[src/rtl/core/binary_arithmetic_encoder_top_defines.svh]
// ----------------------------------------------------------------------------
// Binary arithmetic encoder assertion macros
// Shared concurrent assertion forms, clocked on clk_i, disabled in reset.
// ----------------------------------------------------------------------------
`ifndef BINARY_ARITHMETIC_ENCODER_TOP_DEFINES_SVH
`define BINARY_ARITHMETIC_ENCODER_TOP_DEFINES_SVH

// same-cycle implication
`define BAE_ASSERT_IMP(lbl, ante, cons, msg) \
  lbl: assert property (@(posedge clk_i) disable iff (!rst_ni) (ante) |-> (cons)) \
    else $error(msg);

// next-cycle implication
`define BAE_ASSERT_NXT(lbl, ante, cons, msg) \
  lbl: assert property (@(posedge clk_i) disable iff (!rst_ni) (ante) |=> (cons)) \
    else $error(msg);

`endif

[src/rtl/core/bae_pkg.sv]
// ----------------------------------------------------------------------------
// Binary arithmetic encoder package
// Constants, command type and function codes shared by the encoder modules.
// ----------------------------------------------------------------------------
`default_nettype none

package bae_pkg;

  localparam int unsigned ProbBits = 12;
  localparam int unsigned ProbW    = ProbBits + 1;
  localparam int unsigned HbW      = 32 - ProbBits;
  localparam int unsigned LbPW     = ProbBits + ProbW;

  localparam int unsigned QDepth = 4;
  localparam int unsigned QPtrW  = $clog2(QDepth);
  localparam int unsigned QCntW  = $clog2(QDepth + 1);

  localparam logic [31:0] RangeLowReset  = 32'h0000_0000;
  localparam logic [31:0] RangeHighReset = 32'hFFFF_FFFF;
  localparam logic [31:0] ScaleVal       = 32'd1 << ProbBits;
  localparam logic [31:0] HalfVal        = ScaleVal >> 1;
  localparam logic [7:0]  FillByte       = 8'hFF;
  localparam logic [2:0]  MaxShift       = 3'd4;
  localparam logic [2:0]  LastSlot       = 3'd3;

  typedef enum logic {
    FUNC_ENCODE = 1'b0,
    FUNC_FINISH = 1'b1
  } bae_func_e;

  typedef struct packed {
    bae_func_e        func;
    logic             bit_value;
    logic [ProbW-1:0] prob;
  } bae_cmd_t;

endpackage

`default_nettype wire

[src/rtl/core/binary_arithmetic_encoder_top.sv]
// ----------------------------------------------------------------------------
// Binary arithmetic encoder top level
// 32-bit carry-less binary arithmetic encoder with byte output stream.
// ----------------------------------------------------------------------------
// Channel   Dir  tdata                         tuser / tlast
// s_axis    in   [0] bit_value, [13:1] prob_one  tuser[0] func
// m_axis    out  [7:0] out_byte                  tlast = last
//
// Encode item: product register, then split add, then each emitted byte,
//   as set by the range update loop in the back end.
// Finish item: a pop, then four bytes (top byte of low, then three fill bytes).
// A 4-entry command queue decouples input acceptance from the back end.
// Output stalls hold the back end; the input side stalls only on a full queue.
// Reset (rst_ni low, asynchronous) sets low to 0 and high to all ones.
// ----------------------------------------------------------------------------
`default_nettype none

module binary_arithmetic_encoder_top (
  input  logic        clk_i,
  input  logic        rst_ni,
  input  logic        s_axis_tvalid_i,
  output logic        s_axis_tready_o,
  input  logic [15:0] s_axis_tdata_i,   // [0] bit_value, [13:1] prob_one, [15:14] zero
  input  logic [0:0]  s_axis_tuser_i,   // [0] func
  output logic        m_axis_tvalid_o,
  input  logic        m_axis_tready_i,
  output logic [7:0]  m_axis_tdata_o,   // [7:0] out_byte
  output logic        m_axis_tlast_o
);
  import bae_pkg::*;

  logic     cmd_valid;
  logic     cmd_pop;
  bae_cmd_t cmd;

  bae_front u_front (
    .clk_i       (clk_i),
    .rst_ni      (rst_ni),
    .in_valid_i  (s_axis_tvalid_i),
    .in_ready_o  (s_axis_tready_o),
    .func_i      (bae_func_e'(s_axis_tuser_i[0])),
    .bit_value_i (s_axis_tdata_i[0]),
    .prob_one_i  (s_axis_tdata_i[13:1]),
    .cmd_valid_o (cmd_valid),
    .cmd_o       (cmd),
    .cmd_pop_i   (cmd_pop)
  );

  bae_back u_back (
    .clk_i       (clk_i),
    .rst_ni      (rst_ni),
    .cmd_valid_i (cmd_valid),
    .cmd_i       (cmd),
    .cmd_pop_o   (cmd_pop),
    .out_valid_o (m_axis_tvalid_o),
    .out_ready_i (m_axis_tready_i),
    .out_byte_o  (m_axis_tdata_o),
    .out_last_o  (m_axis_tlast_o)
  );

endmodule

`default_nettype wire

[src/rtl/core/bae_front.sv]
// ----------------------------------------------------------------------------
// Encoder front end
// Accepts items, saturates the probability and queues commands for the back.
// ----------------------------------------------------------------------------
`default_nettype none
`include "binary_arithmetic_encoder_top_defines.svh"

module bae_front (
  input  logic                clk_i,
  input  logic                rst_ni,
  input  logic                in_valid_i,
  output logic                in_ready_o,
  input  bae_pkg::bae_func_e  func_i,
  input  logic                bit_value_i,
  input  logic [12:0]         prob_one_i,
  output logic                cmd_valid_o,
  output bae_pkg::bae_cmd_t   cmd_o,
  input  logic                cmd_pop_i
);
  import bae_pkg::*;

  bae_cmd_t         q_mem_q [QDepth];
  logic [QPtrW-1:0] wr_ptr_q, wr_ptr_d;
  logic [QPtrW-1:0] rd_ptr_q, rd_ptr_d;
  logic [QCntW-1:0] cnt_q, cnt_d;
  logic [31:0]      prob_ext;
  logic [ProbW-1:0] prob_sat;
  bae_cmd_t         cmd_in;
  logic             push;
  logic             pop;

  assign prob_ext = {19'd0, prob_one_i};
  assign prob_sat = (prob_ext > ScaleVal) ? ScaleVal[ProbW-1:0] : prob_ext[ProbW-1:0];

  assign cmd_in.func      = func_i;
  assign cmd_in.bit_value = bit_value_i;
  assign cmd_in.prob      = prob_sat;

  assign in_ready_o  = (cnt_q != QCntW'(QDepth));
  assign cmd_valid_o = (cnt_q != '0);
  assign cmd_o       = q_mem_q[rd_ptr_q];
  assign push        = in_valid_i && in_ready_o;
  assign pop         = cmd_pop_i && cmd_valid_o;

  always_comb begin
    wr_ptr_d = wr_ptr_q;
    rd_ptr_d = rd_ptr_q;
    cnt_d    = cnt_q;
    if (push) begin
      wr_ptr_d = QPtrW'(wr_ptr_q + 1'b1);
    end
    if (pop) begin
      rd_ptr_d = QPtrW'(rd_ptr_q + 1'b1);
    end
    if (push && !pop) begin
      cnt_d = QCntW'(cnt_q + 1'b1);
    end else if (pop && !push) begin
      cnt_d = QCntW'(cnt_q - 1'b1);
    end
  end

  always_ff @(posedge clk_i) begin
    if (push) begin
      q_mem_q[wr_ptr_q] <= cmd_in;
    end
  end

  always_ff @(posedge clk_i or negedge rst_ni) begin
    if (!rst_ni) begin
      wr_ptr_q <= '0;
      rd_ptr_q <= '0;
      cnt_q    <= '0;
    end else begin
      wr_ptr_q <= wr_ptr_d;
      rd_ptr_q <= rd_ptr_d;
      cnt_q    <= cnt_d;
    end
  end

  `BAE_ASSERT_IMP(a_q_bound, 1'b1, cnt_q <= QCntW'(QDepth), "queue count above depth")
  `BAE_ASSERT_NXT(a_q_inc, push && !pop, cnt_q == QCntW'($past(cnt_q) + 1'b1), "queue count did not grow")
  `BAE_ASSERT_NXT(a_q_dec, pop && !push, cnt_q == QCntW'($past(cnt_q) - 1'b1), "queue count did not shrink")

endmodule

`default_nettype wire

[src/rtl/core/bae_back.sv]
// ----------------------------------------------------------------------------
// Encoder back end
// Splits the range, renormalizes and emits bytes through an output register.
// ----------------------------------------------------------------------------
`default_nettype none
`include "binary_arithmetic_encoder_top_defines.svh"

module bae_back (
  input  logic               clk_i,
  input  logic               rst_ni,
  input  logic               cmd_valid_i,
  input  bae_pkg::bae_cmd_t  cmd_i,
  output logic               cmd_pop_o,
  output logic               out_valid_o,
  input  logic               out_ready_i,
  output logic [7:0]         out_byte_o,
  output logic               out_last_o
);
  import bae_pkg::*;

  typedef enum logic [2:0] {
    S_SHIFT = 3'b001,
    S_ADD   = 3'b010,
    S_FIN   = 3'b100
  } bae_state_e;

  bae_state_e         state_q, state_d;
  logic [31:0]        lo_q, lo_d;
  logic [31:0]        hi_q, hi_d;
  logic [31:0]        prod_hb_q, prod_hb_d;
  logic [LbPW-1:0]    prod_lb_q, prod_lb_d;
  logic               bit_q, bit_d;
  logic [2:0]         cnt_q, cnt_d;
  logic               out_valid_q, out_valid_d;
  logic [7:0]         out_byte_q, out_byte_d;
  logic               out_last_q, out_last_d;

  logic [31:0]        size;
  logic [HbW-1:0]     hb;
  logic [ProbBits-1:0] lb;
  logic [HbW+ProbW-1:0] hb_prod;
  logic [LbPW-1:0]    lb_prod;
  logic [LbPW:0]      rnd_sum;
  logic [31:0]        split;
  logic               match;
  logic               more;
  logic               out_free;
  logic               emit;
  logic [7:0]         emit_byte;
  logic               emit_last;

  assign size    = hi_q - lo_q - 32'd1;
  assign hb      = size[31:ProbBits];
  assign lb      = size[ProbBits-1:0];
  assign hb_prod = hb * cmd_i.prob;
  assign lb_prod = lb * cmd_i.prob;
  assign rnd_sum = {1'b0, prod_lb_q} + (LbPW+1)'(HalfVal);
  assign split   = lo_q + prod_hb_q + 32'(rnd_sum[LbPW:ProbBits]);

  assign match    = (lo_q[31:24] == hi_q[31:24]);
  assign more     = match && (cnt_q < MaxShift);
  assign out_free = !out_valid_q || out_ready_i;

  always_comb begin
    state_d   = state_q;
    lo_d      = lo_q;
    hi_d      = hi_q;
    prod_hb_d = prod_hb_q;
    prod_lb_d = prod_lb_q;
    bit_d     = bit_q;
    cnt_d     = cnt_q;
    cmd_pop_o = 1'b0;
    emit      = 1'b0;
    emit_byte = lo_q[31:24];
    emit_last = 1'b0;
    unique case (state_q)
      S_SHIFT: begin
        if (more) begin
          if (out_free) begin
            emit      = 1'b1;
            emit_last = (cnt_q == LastSlot) || (lo_q[23:16] != hi_q[23:16]);
            lo_d      = {lo_q[23:0], 8'h00};
            hi_d      = {hi_q[23:0], FillByte};
            cnt_d     = 3'(cnt_q + 1'b1);
          end
        end else if (cmd_valid_i) begin
          cmd_pop_o = 1'b1;
          cnt_d     = '0;
          if (cmd_i.func == FUNC_FINISH) begin
            state_d = S_FIN;
          end else begin
            prod_hb_d = hb_prod[31:0];
            prod_lb_d = lb_prod;
            bit_d     = cmd_i.bit_value;
            state_d   = S_ADD;
          end
        end
      end
      S_ADD: begin
        if (bit_q) begin
          hi_d = split;
        end else begin
          lo_d = split + 32'd1;
        end
        cnt_d   = '0;
        state_d = S_SHIFT;
      end
      S_FIN: begin
        if (out_free) begin
          emit      = 1'b1;
          emit_byte = (cnt_q == '0) ? lo_q[31:24] : FillByte;
          emit_last = (cnt_q == LastSlot);
          cnt_d     = 3'(cnt_q + 1'b1);
          if (cnt_q == LastSlot) begin
            lo_d    = RangeLowReset;
            hi_d    = RangeHighReset;
            cnt_d   = '0;
            state_d = S_SHIFT;
          end
        end
      end
      default: begin
        state_d = S_SHIFT;
      end
    endcase
  end

  always_comb begin
    out_valid_d = out_valid_q;
    out_byte_d  = out_byte_q;
    out_last_d  = out_last_q;
    if (emit) begin
      out_valid_d = 1'b1;
      out_byte_d  = emit_byte;
      out_last_d  = emit_last;
    end else if (out_ready_i) begin
      out_valid_d = 1'b0;
    end
  end

  always_ff @(posedge clk_i) begin
    prod_hb_q  <= prod_hb_d;
    prod_lb_q  <= prod_lb_d;
    bit_q      <= bit_d;
    out_byte_q <= out_byte_d;
    out_last_q <= out_last_d;
  end

  always_ff @(posedge clk_i or negedge rst_ni) begin
    if (!rst_ni) begin
      state_q     <= S_SHIFT;
      lo_q        <= RangeLowReset;
      hi_q        <= RangeHighReset;
      cnt_q       <= '0;
      out_valid_q <= 1'b0;
    end else begin
      state_q     <= state_d;
      lo_q        <= lo_d;
      hi_q        <= hi_d;
      cnt_q       <= cnt_d;
      out_valid_q <= out_valid_d;
    end
  end

  assign out_valid_o = out_valid_q;
  assign out_byte_o  = out_byte_q;
  assign out_last_o  = out_last_q;

  `BAE_ASSERT_NXT(a_enc_pop, cmd_pop_o && (cmd_i.func == FUNC_ENCODE), state_q == S_ADD, "encode pop did not start split")
  `BAE_ASSERT_IMP(a_shift_bound, state_q == S_SHIFT, cnt_q <= MaxShift, "too many bytes for one item")
  `BAE_ASSERT_NXT(a_fin_reset, (state_q == S_FIN) && emit && emit_last, (lo_q == RangeLowReset) && (hi_q == RangeHighReset), "range not reset after finish")

endmodule

`default_nettype wire
[config.mk]
export PLATFORM = sky130hd
export DESIGN_NAME = binary_arithmetic_encoder_top
export DESIGN_NICKNAME = d
export VERILOG_FILES = /design/src/rtl/core/bae_pkg.sv /design/src/rtl/core/binary_arithmetic_encoder_top.sv /design/src/rtl/core/bae_front.sv /design/src/rtl/core/bae_back.sv
export VERILOG_INCLUDE_DIRS = /design/src /design/src/rtl/core
export SDC_FILE = /design/constraint.sdc
export NUM_CORES = 1
export LEC_CHECK = 0
export ABC_AREA = 1
export BUFFER_PORTS_ARGS = -buffer_cell sky130_fd_sc_hd__buf_4
export CAP_MARGIN = 0
export CORE_MARGIN = 4
export CORE_UTILIZATION = 45
export CTS_CLUSTER_DIAMETER = 40
export CTS_CLUSTER_SIZE = 40
export DETAILED_ROUTE_END_ITERATION = 8
export HOLD_SLACK_MARGIN = 0.15
export PLACE_DENSITY = 0.68
export SETUP_SLACK_MARGIN = 0.2
export SKIP_LAST_GASP = 1
export SYNTH_ARGS = -nofsm -noshare
export SYNTH_HDL_FRONTEND = slang
export SYNTH_SLANG_ARGS = --single-unit
[constraint.sdc]
create_clock -name clk_i -period 16.9 [get_ports clk_i]
set_input_delay 0 -clock clk_i [delete_from_list [all_inputs] [get_ports clk_i]]
set_output_delay 0 -clock clk_i [all_outputs]
set_load 0.02 [all_outputs]
==> metrics.md, run 1 <==
| Metric | Value |
|---|---|
| Status | finished, final reports clean |
| Worst Skew | 15.1 ps |
| Port-buffer cells | 29 |
| Post-synthesis adder-cell area fraction | 0.344 |
| TritonCTS Sinks | a little under 200 |
| Met2 WL | 34,100 µm |
| Startpoint types | flop |
| Fin crit share | 0.507 |
| Multiplexer share of the synthesized area | 0.000790 |
| Fraction of layout cells with a size suffix above 1 | 0.0827 |
| Setup_tns | 0 ps |
| Starting density of the core | 0.455 |
| Synth Area in Compound Gates | 0.0713 |
| Routability cong. | 0.947 |
| Post-synthesis simple-gate area fraction | 0.232 |
| Core Region | between 50,000 and 60,000 µm² |
| CTS Hold Bufs | 19 |
| Area Overhead vs Synth | 6.68% |
| Initial DRC count | 1,622 |
| Setup violators final | 0 |
| Fmax | approximately 0.12 GHz |
| Drt pass-1 iters | 7 |
| Initial antenna violation count | 0 |
| Number of synthesized register bits | 194 |
| Via count | 22,285 |
| Post-route antenna net violation count | 0 |
| Clk buf depth | 2 |
| EDFF count, synth | 116 |
| Flop2flop setup slack | 8340 ps |
| Chip width | around 250 µm |
| Worst path cell trace | inv_1 > nand2_1 > nand3_1 > nand2_1 > clkinv_1 > nand3_1 > fa_1 > fa_1 > inv_1 > fa_1 > fa_1 > inv_1 > fa_1 > inv_1 > ha_1 > nand2_1 > nor4_1 > nand3_1 > nand3_1 > nand3_1 > nand2_1 > a31oi_1 > xor2_1 |
| Syn Inst Count | ~3,400 |
| Core Rows | 89 |
| Sequential area share after synthesis | 0.203 |
| Crit-path slowest cell | dfrtp_1 |
| Largest family of logic cells by synthesized area | adder cells |
| TritonCTS buffer count | 17 |
| Asr flop ratio synth | 0.402 |
| Overall Global Routing Usage | 0.240 |
| Worst EP required | 17,190 ps |
| Vias per Instance | 5.28 |
| Worst setup path class | reg -> reg |
| Top Layer Used | met4 |
| H-tree depth | 4 |
| Worst Setup End Kind | flop |
| CP max FO | 32 |
| Post-CTS Resized | 0 |
| Largest net degree at the start of global routing | 49 |
| Fraction of synthesized cell area in xor and xnor cells | 0.0310 |
| First-pass GRT wire length | about 120,000 µm |
| Fin. max-slew vios | 0 |
| Average wire per standard cell | 17.7 µm |
| RSZ-0062 raised after global routing | no |
| # DRC | 0 |
| Die Span Y | 253 µm |
| Worst-skew pair later-pin latency | approximately 490 ps |
| Max-cap violations | 0 |
| Distinct cells, synth | 68 |
| DIE AREA | between 60,000 and 70,000 µm² |
| DR WL met3 | between 5000 and 6000 µm |
| Fin. Hold Viols | 0 |
| Slew HR | 0.205 |
| Number of synthesis warnings | 0 |
| Drt total wl | approximately 75,000 µm |
| CTS root buf | clkbuf_16 |
| CTS tree | built |
| Mapped Avg Cell Area | 7.87 µm² |
| I/O Pins | 32 |
| Number of global-route vias before repair | 22,253 |
| CP max stage delay | 1020 ps |
| HPWL after DPL | 59,900 µm |
| Post-Syn Area | 26,900 µm² |
| Nets@finish | 4,002 |
| CTS clk-pin slew, worst paths | roughly 80 ps |
| # Post-CTS Setup Buffers | 0 |
| Syn Nets | 3,989 |
| Critical Path AT | 8860 ps |
| Worst-margin pin slew | between 1000 and 1500 ps |
| Min-delay worst type | in -> async |
| Final min period | 8560 ps |
| Ys flop type | edfxtp_1 |
| M1 WL | 32,600 µm |
| Grt ovf | 0 |
| N_diodes | 0 |
==> final timing paths <==
check                                    start                      to  cells past startpoint
max reg2reg                u_front.rd_ptr_q[0]    u_back.prod_hb_q[29]                     23
min in group clk_i              s_axis_tuser_i  u_front.q_mem_q[1][14]                      2
min reg2reg                    u_back.hi_q[26]         u_back.hi_q[26]                      2
max                        u_front.rd_ptr_q[0]    u_back.prod_hb_q[29]                     23
min                                     rst_ni         u_back.hi_q[23]                      2
max in group asynchronous               rst_ni         u_back.lo_q[17]                      3
==> kinds of logic (layout without fill, tap and decap cells) <==
group | Yosys count | in the layout
simple gates | 1440 | 1440
buf+inv | 826 | 852
fa+ha+maj | 546 | 546
compound gates | 324 | 324
flops | 194 | 194
xor+xnor | 90 | 90
mux | 2 | 2
==> placed cells by master, fill, tap and decap left out, drive strengths merged, types with 2 or more instances in the layout <==
| cell | instances |
|---|---|
| dfrtp | 45 |
| xor2 | 59 |
| ha | 223 |
| o221ai | 16 |
| o22a | 2 |
| and2 | 3 |
| a21oi | 139 |
| o21a | 6 |
| nor4 | 8 |
| xnor2 | 31 |
| edfxtp | 116 |
| a31oi | 8 |
| nand4 | 40 |
| a21boi | 14 |
| o211ai | 6 |
| nor2 | 381 |
| a21o | 6 |
| nor3 | 17 |
| o21bai | 4 |
| o21ai | 99 |
| buf | 51 |
| o2111ai | 2 |
| dfstp | 33 |
| inv | 749 |
| or2 | 26 |
| o22ai | 9 |
| fa | 323 |
| clkinv | 13 |
| nand3 | 161 |
| o311ai | 2 |
| a22oi | 6 |
| dlygate4sd3 | 18 |
| nand2 | 792 |
| clkbuf | 20 |
| nand3b | 11 |
==> synth_stat cells, drive strengths merged, types with 8 or more instances <==
cell	count	share of area
nor4	8	0.0019
a31oi	8	0.0023
o21ai	99	0.019
or2	26	0.0060
a21boi	14	0.0039
nand3b	11	0.0033
xnor2	31	0.011
clkbuf	55	0.0092
ha	223	0.10
fa	323	0.24
xor2	59	0.020
edfxtp	116	0.13
nand2	792	0.11
nor3	17	0.0041
o221ai	16	0.0052
inv	742	0.10
clkinv	9	0.0013
nand4	40	0.010
dfrtp	45	0.042
o22ai	9	0.0021
buf	20	0.0037
a21oi	139	0.027
nor2	381	0.059
nand3	161	0.032
dfstp	33	0.032
==> layer usage <==
metal  global-route usage  up-vias
met5                    0        -
met4               0.0810        0
met3               0.0384      147
met2                0.388      797
met1                0.331    10752
li1                     -    10589
==> critical path: cells and delay by family (launching register included) <==
| kind | cells | cell delay [ps] |
|---|---|---|
| xor gates and xnor gates | 1 | 260 |
| buffers and inverters | 5 | 1870 |
| adders and majority gates | 6 | 2900 |
| and+or+nand+nor | 10 | 2190 |
| DFF | 1 | 1020 |
| AOI/OAI and AO/OA | 1 | 90 |
==> flip-flops by register name, indices dropped and copies added, names as in the netlist <==
| signal | flops |
|---|---|
| u_back.bit_q | 1 |
| u_back.cnt_q | 3 |
| u_back.hi_q | 32 |
| u_back.lo_q | 32 |
| u_back.out_byte_o | 8 |
| u_back.out_last_o | 1 |
| u_back.out_valid_o | 1 |
| u_back.prod_hb_q | 32 |
| u_back.prod_lb_q | 14 |
| u_back.state_q | 3 |
| u_front.cnt_q | 3 |
| u_front.q_mem_q | 60 |
| u_front.rd_ptr_q | 2 |
| u_front.wr_ptr_q | 2 |
==> per-stage QoR <==
step / util / std cells / hold WS (ps) / setup slack [ps] / area [µm²]
2_1_floorplan: - / 3422 / -296 / 10380 / 26900
3_3_place_gp: 0.472 / 4170 / 24.5 / 8410 / 27900
3_5_place_dp: 0.472 / 4170 / 25.5 / 8460 / 27900
4_1_cts: 0.486 / 4221 / 184 / 8410 / 28700
5_1_grt: 0.486 / 4221 / 230 / 7820 / 28700
6_report: 0.486 / 4221 / 215 / 8340 / 28700
==> area by class of cell <==
type,instances,area [µm²]
Fill cell,5774,30400
Tap cell,773,967
Sequential cell,194,5480
Inverter,751,2820
Timing Repair Buffer,69,576
Clock buffer,20,447
Clock inverter,12,139
Multi-Input combinational cell,2402,18300
Power of run 1 is not shown: default switching activity piles up to over one toggle a cycle in this logic, so the estimate is an artifact.
==> inputs of run 2 (changes only) <==
==> constraint.sdc (replaced) <==
create_clock -name clk_i -period 7.9 [get_ports clk_i]
set_input_delay 0 -clock clk_i [delete_from_list [all_inputs] [get_ports clk_i]]
set_output_delay 0 -clock clk_i [all_outputs]
set_load 0.02 [all_outputs]
==> run 2 against run 1 <==
  * Via count up 0.52%
  * Clock skew up 2.3 ps
  * Highest routed layer is now met5
  * Non-clock buffer count up 34
  * Design area up 0.93%
  * Sequential share of layout area down 0.18 points
  * Core utilization up 0.45 points
==> metrics.md, run 2 (synthesis gave the netlist of run 1 again) <==
| Metric | Value |
|---|---|
| Worst Skew | 17.4 ps (was 15.1 ps) |
| H-tree depth | 4 (unchanged) |
| Initial DRC count | 1,709 (was 1,622) |
| First-pass GRT wire length | 120,000 µm (about the same) |
| Drt total wl | 75,300 µm (was 74,500 µm) |
| Grt ovf | 0 (unchanged) |
| Clk buf depth | 2 (unchanged) |
| Worst Hold Path Cells | 2 |
| Most frequent cells in the layout | 752 x nand2_1, 720 x inv_1, 335 x nor2_1 (was 754 x nand2_1, 721 x inv_1, 336 x nor2_1) |
| Crit-path slowest cell | fa_1 (was dfrtp_1) |
| Die Span Y | 253 µm (unchanged) |
| Drt pass-1 iters | 8 (was 7) |
| Chip width | 253 µm (unchanged) |
| Setup_tns | 0 ps (unchanged) |
| Overall Global Routing Usage | 0.241 (was 0.240) |
| HP Start | s_axis_tdata_i[0] |
| N_diodes | 0 (unchanged) |
| Largest register by flop count | u_front.q_mem_q (unchanged) |
| Average wire per standard cell | 17.7 µm (about the same) |
| Worst r2r src | u_back.lo_q[0] (was u_front.rd_ptr_q[0]) |
| Max-cap violations | 0 (unchanged) |
| Startpoint types | flop (unchanged) |
| Worst-skew pair later-pin latency | 490 ps (about the same) |
| Core Rows | 89 (unchanged) |
| Post-route antenna net violation count | 0 (unchanged) |
| Fillers | 5,615 (was 5,774) |
| CTS tree | built (unchanged) |
| R2R cell count | 31 (was 23) |
| Worst Setup End Kind | flop (unchanged) |
| Commonest non-fill, non-tap cell in the layout | nand2_1 (unchanged) |
| I/O Pins | 32 (unchanged) |
| Cell mode on critical path | inv_1 |
| # DRC | 0 (unchanged) |
| Worst EP required | 8130 ps (was 17,190 ps) |
| Worst Hold End | u_front.q_mem_q[3][13] |
| DIE AREA | 63,800 µm² (unchanged) |
| Largest net degree at the start of global routing | 60 (was 49) |
| CTS clk-pin slew, worst paths | 90 ps (was 80 ps) |
| Vias per Instance | 5.26 (was 5.28) |
| Via count | 22,400 (was 22,285) |
| Initial antenna violation count | 3 (was 0) |
| TritonCTS Sinks | 194 (unchanged) |
| RSZ-0062 raised after global routing | yes (was no) |
| CP max stage delay | 470 ps (was 1020 ps) |
| WP buf/inv | 6 (was 5) |
| Crit path from | u_back.lo_q[0] (was u_front.rd_ptr_q[0]) |
| Min-delay worst type | in -> reg (was in -> async) |
| CP max FO | 8 (was 32) |
| Critical Path AT | 7570 ps (was 8860 ps) |
| Crit-path leading delay family | adder cells (unchanged) |
| Max reg flops | 60 (unchanged) |
| Area Overhead vs Synth | 7.68% (was 6.68%) |
| Nets@finish | 4,036 (was 4,002) |
| HPWL after DPL | 61,400 µm (was 59,900 µm) |
| Fin crit share | 0.928 (was 0.507) |
| Status | finished, final reports clean (unchanged) |
| Final min period | 7330 ps (was 8560 ps) |
| Setup violators final | 0 (unchanged) |
| Flop2flop setup slack | 570 ps (was 8340 ps) |
| Core Region | 59,100 µm² (unchanged) |
| Slew HR | 0.322 (was 0.205) |
| Reg2reg end | u_back.prod_hb_q[26] (was u_back.prod_hb_q[29]) |
| Fraction of layout cells with a size suffix above 1 | 0.0928 (was 0.0827) |
| Fin. max-slew vios | 0 (unchanged) |
| Number of global-route vias before repair | 22,059 (was 22,253) |
| Starting density of the core | 0.455 (unchanged) |
| Port-buffer cells | 29 (unchanged) |
| TritonCTS buffer count | 17 (unchanged) |
| CTS root buf | clkbuf_16 (unchanged) |
| Fmax | 0.136 GHz (was 0.117 GHz) |
| Routability cong. | 0.962 (was 0.947) |
| Worst setup path class | reg -> reg (unchanged) |
| Worst-margin pin slew | 1010 ps (was 1190 ps) |
| Fin. Hold Viols | 0 (unchanged) |
## run 2: changes by cell type in the layout (fill, tap and decap cells not counted), moves of 2 or more
| cell | delta |
|---|---|
| clkinv_4 | -2 |
| dlygate4sd3_1 | +2 |
| nand2_1 | -2 |
| buf_4 | +33 |
| inv_8 | -2 |
| xnor2_2 | -2 |
| nand2_2 | +2 |
| inv_6 | +3 |
## run 2: timing repair
item                                    in CTS  in global routing
setup buffers                                0                  0
hold buffers                                20                  0
gates resized for setup                      0                 12
endpoints found under the setup margin       0                  9
hold endpoints to repair                   114                  0
## run 2: how the worst max path moves through the flow
stage | end | cells after the start | slack (ps)
2_1_floorplan | u_back.prod_hb_q[26] | 30 | 1380
3_3_place_gp | u_back.prod_hb_q[23] | 29 | 470
3_5_place_dp | u_back.prod_hb_q[23] | 29 | 420
4_1_cts | u_back.prod_hb_q[23] | 29 | 430
5_1_grt | u_back.prod_hb_q[29] | 32 | 180
6_report | u_back.prod_hb_q[26] | 31 | 570
## run 2: area by class of cell
cell class	count	area, µm²	area share
Clock buffer	20	437	0.0151
Clock inverter	12	121	0.00419
Inverter	751	2820	0.0973
Multi-Input combinational cell	2402	18300	0.633
Sequential cell	194	5480	0.189
Tap cell	773	967	0.0334
Timing Repair Buffer	103	823	0.0284
## run 2: stage by stage
step	cell area [µm²]	instances	setup slack, ps	utilization	hold slack, ps
after CTS	28900	4255	428	0.489	235
after global routing	29000	4255	176	0.490	288
after floorplan	26900	3422	1380	-	-296
final	29000	4255	567	0.490	279
after detailed placement	28200	4203	422	0.476	-48.2
after global placement	28200	4203	472	0.476	-49.9
## run 2: layer usage
layer / vias to the layer above / global-route usage / wire (µm)
li1: 10638 / - / -
met1: 10755 / 0.328 / 32500
met2: 839 / 0.383 / 34000
met3: 166 / 0.0450 / 5800
met4: 2 / 0.0926 / 3030
met5: - / 0 / 13
Power of run 2 is left out for the same reason.
==> inputs of run 3 (changes only) <==
--- a/config.mk
+++ b/config.mk
@@ -8,14 +8,14 @@
 export LEC_CHECK = 0
 export ABC_AREA = 1
 export BUFFER_PORTS_ARGS = -buffer_cell sky130_fd_sc_hd__buf_4
-export CAP_MARGIN = 0
-export CORE_MARGIN = 4
-export CORE_UTILIZATION = 45
+export CAP_MARGIN = 5
+export CORE_MARGIN = 8
+export CORE_UTILIZATION = 60
 export CTS_CLUSTER_DIAMETER = 40
 export CTS_CLUSTER_SIZE = 40
 export DETAILED_ROUTE_END_ITERATION = 8
 export HOLD_SLACK_MARGIN = 0.15
-export PLACE_DENSITY = 0.68
+export PLACE_DENSITY = 0.84
 export SETUP_SLACK_MARGIN = 0.2
 export SKIP_LAST_GASP = 1
 export SYNTH_ARGS = -nofsm -noshare
==> run 3 against run 2 <==
  * First-iteration DRC count increased by 36%
  * Core utilization increased by 16 points
  * Flip-flop and latch count is the same
  * Via count up 3.9%
  * Critical path type unchanged
==> metrics.md, run 3 (synthesis gave the netlist of run 1 again) <==
| Metric | Value |
|---|---|
| Core Rows | 77 (was 89) |
| Average wire per standard cell | 18.5 µm (was 17.7 µm) |
| CTS root buf | clkbuf_16 (unchanged) |
| DIE AREA | 51,900 µm² (was 63,800 µm²) |
| TritonCTS Sinks | 194 (unchanged) |
| Initial DRC count | 2,331 (was 1,709) |
| Most frequent cells in the layout | 750 x nand2_1, 718 x inv_1, 337 x nor2_1 (was 752 x nand2_1, 720 x inv_1, 335 x nor2_1) |
| Setup_tns | 0 ps (unchanged) |
| Worst-margin pin slew | 1210 ps (was 1010 ps) |
| Fin. Hold Viols | 0 (unchanged) |
| Worst r2r src | u_back.lo_q[4] (was u_back.lo_q[0]) |
| Largest net degree at the start of global routing | 60 (unchanged) |
| # DRC | 0 (unchanged) |
| Number of global-route vias before repair | 23,515 (was 22,059) |
| Area Overhead vs Synth | 6.98% (was 7.68%) |
| Post-Layout Inst Area | 28,800 µm² (was 29,000 µm²) |
| Vias per Instance | 5.72 (was 5.26) |
| Worst setup path class | reg -> reg (unchanged) |
| CTS clk-pin slew, worst paths | 70 ps (was 90 ps) |
| Fillers | 3,512 (was 5,615) |
| HP Start | s_axis_tdata_i[0] (unchanged) |
| Drt pass-1 iters | 9 (was 8) |
| Core Region | 44,200 µm² (was 59,100 µm²) |
| Min-delay worst type | in -> reg (unchanged) |
| Setup violators final | 0 (unchanged) |
| Die Span Y | 228 µm (was 253 µm) |
| Port-buffer cells | 29 (unchanged) |
| Worst-skew pair later-pin latency | 470 ps (was 490 ps) |
| Grt ovf | 0 (unchanged) |
| Fin crit share | 0.938 (was 0.928) |
| Drt total wl | 75,100 µm (was 75,300 µm) |
| Worst EP required | 8100 ps (was 8130 ps) |
| Final min period | 7410 ps (was 7330 ps) |
| RSZ-0062 raised after global routing | yes (unchanged) |
| H-tree depth | 4 (unchanged) |
| Chip width | 228 µm (was 253 µm) |
| CTS tree | built (unchanged) |
| Initial antenna violation count | 1 (was 3) |
| Crit path from | u_back.lo_q[4] (was u_back.lo_q[0]) |
| HPWL after DPL | 59,000 µm (was 61,400 µm) |
| Via count | 23,282 (was 22,400) |
| Post-route antenna net violation count | 0 (unchanged) |
| Worst Skew | 15.1 ps (was 17.4 ps) |
| Clk buf depth | 2 (unchanged) |
| CP max stage delay | 570 ps (was 470 ps) |
| Overall Global Routing Usage | 0.285 (was 0.241) |
| Status | finished, final reports clean (unchanged) |
| N_diodes | 0 (unchanged) |
| First-pass GRT wire length | 119,000 µm (was 120,000 µm) |
| Max-cap violations | 0 (unchanged) |
| Routability cong. | 1.01 (was 0.962) |
| TritonCTS buffer count | 17 (unchanged) |
| CP max FO | 7 (was 8) |
| Slew HR | 0.193 (was 0.322) |
| I/O Pins | 32 (unchanged) |
| Worst Setup End Kind | flop (unchanged) |
| Nets@finish | 4,030 (was 4,036) |
| Starting density of the core | 0.609 (was 0.455) |
| Startpoint types | flop (unchanged) |
| Crit-path slowest cell | fa_1 (unchanged) |
| Fin. max-slew vios | 0 (unchanged) |
| Fraction of layout cells with a size suffix above 1 | 0.0932 (was 0.0928) |
| Fmax | 0.135 GHz (was 0.136 GHz) |
| Largest register by flop count | u_front.q_mem_q (unchanged) |
| Commonest non-fill, non-tap cell in the layout | nand2_1 (unchanged) |
| Critical Path AT | 7610 ps (was 7570 ps) |
| Placed cell areas | 27,900 µm² (was 28,200 µm²) |
| Max reg flops | 60 (unchanged) |
-- run 3: cell count changes in the layout (fill, tap and decap cells not counted), sizes merged --
| cell | change |
|---|---|
| clkinvlp | +1 |
| bufinv | +2 |
| inv | -2 |
| clkbuf | -1 |
| buf | -6 |
-- run 3: layout make-up --
cell class | instances | area (µm²) | share of cell area
multi-input cells | 2402 | 18400 | 0.637
flip-flops and latches | 194 | 5480 | 0.190
inverters | 751 | 2820 | 0.0979
repair buffers | 97 | 778 | 0.0270
well taps | 592 | 741 | 0.0257
clock buffers | 19 | 443 | 0.0154
clock inverters | 13 | 188 | 0.00652
-- run 3: critical path: cells and delay by family (launching register included) --
family	cells	cell delay, ps
compound gates	7	1260
xor+xnor	2	510
fa+ha+maj	7	3330
buf+inv	6	550
flops	1	370
simple gates	7	1130
-- run 3: what timing repair did --
action	4_1_cts	5_1_grt
gates resized for setup	0	17
buffers inserted	0	1
setup endpoints to repair	0	10
endpoints found under the hold margin	114	0
hold buffers	20	0
-- run 3: final timing paths --
check,end,slack [ps],cells past startpoint
worst max-delay path,u_back.prod_hb_q[29],490,29
max in group asynchronous,u_back.lo_q[24],5690,4
worst max register to register,u_back.prod_hb_q[29],490,29
worst min-delay path,u_front.q_mem_q[0][13],280,2
min in group asynchronous,u_back.hi_q[27],670,3
worst min register to register,u_back.hi_q[26],480,2
-- run 3: per-stage QoR --
step	utilization	instances	setup slack [ps]	hold WS (ps)
floorplan	-	3422	1380	-296
global placement	0.631	4015	596	-55.1
detailed placement	0.631	4015	481	-45.1
CTS	0.649	4067	448	273
global route	0.651	4068	165	281
finish	0.651	4068	492	283
-- run 3: per-layer routing --
metal  routed length [µm]  share of wire  GRT usage
met5                   13        0.00017          0
met1                28200           0.38      0.350
met2                34400           0.46      0.469
met3                 8350           0.11     0.0726
met4                 4140          0.055      0.134
Power of run 3 is left out for the same reason.
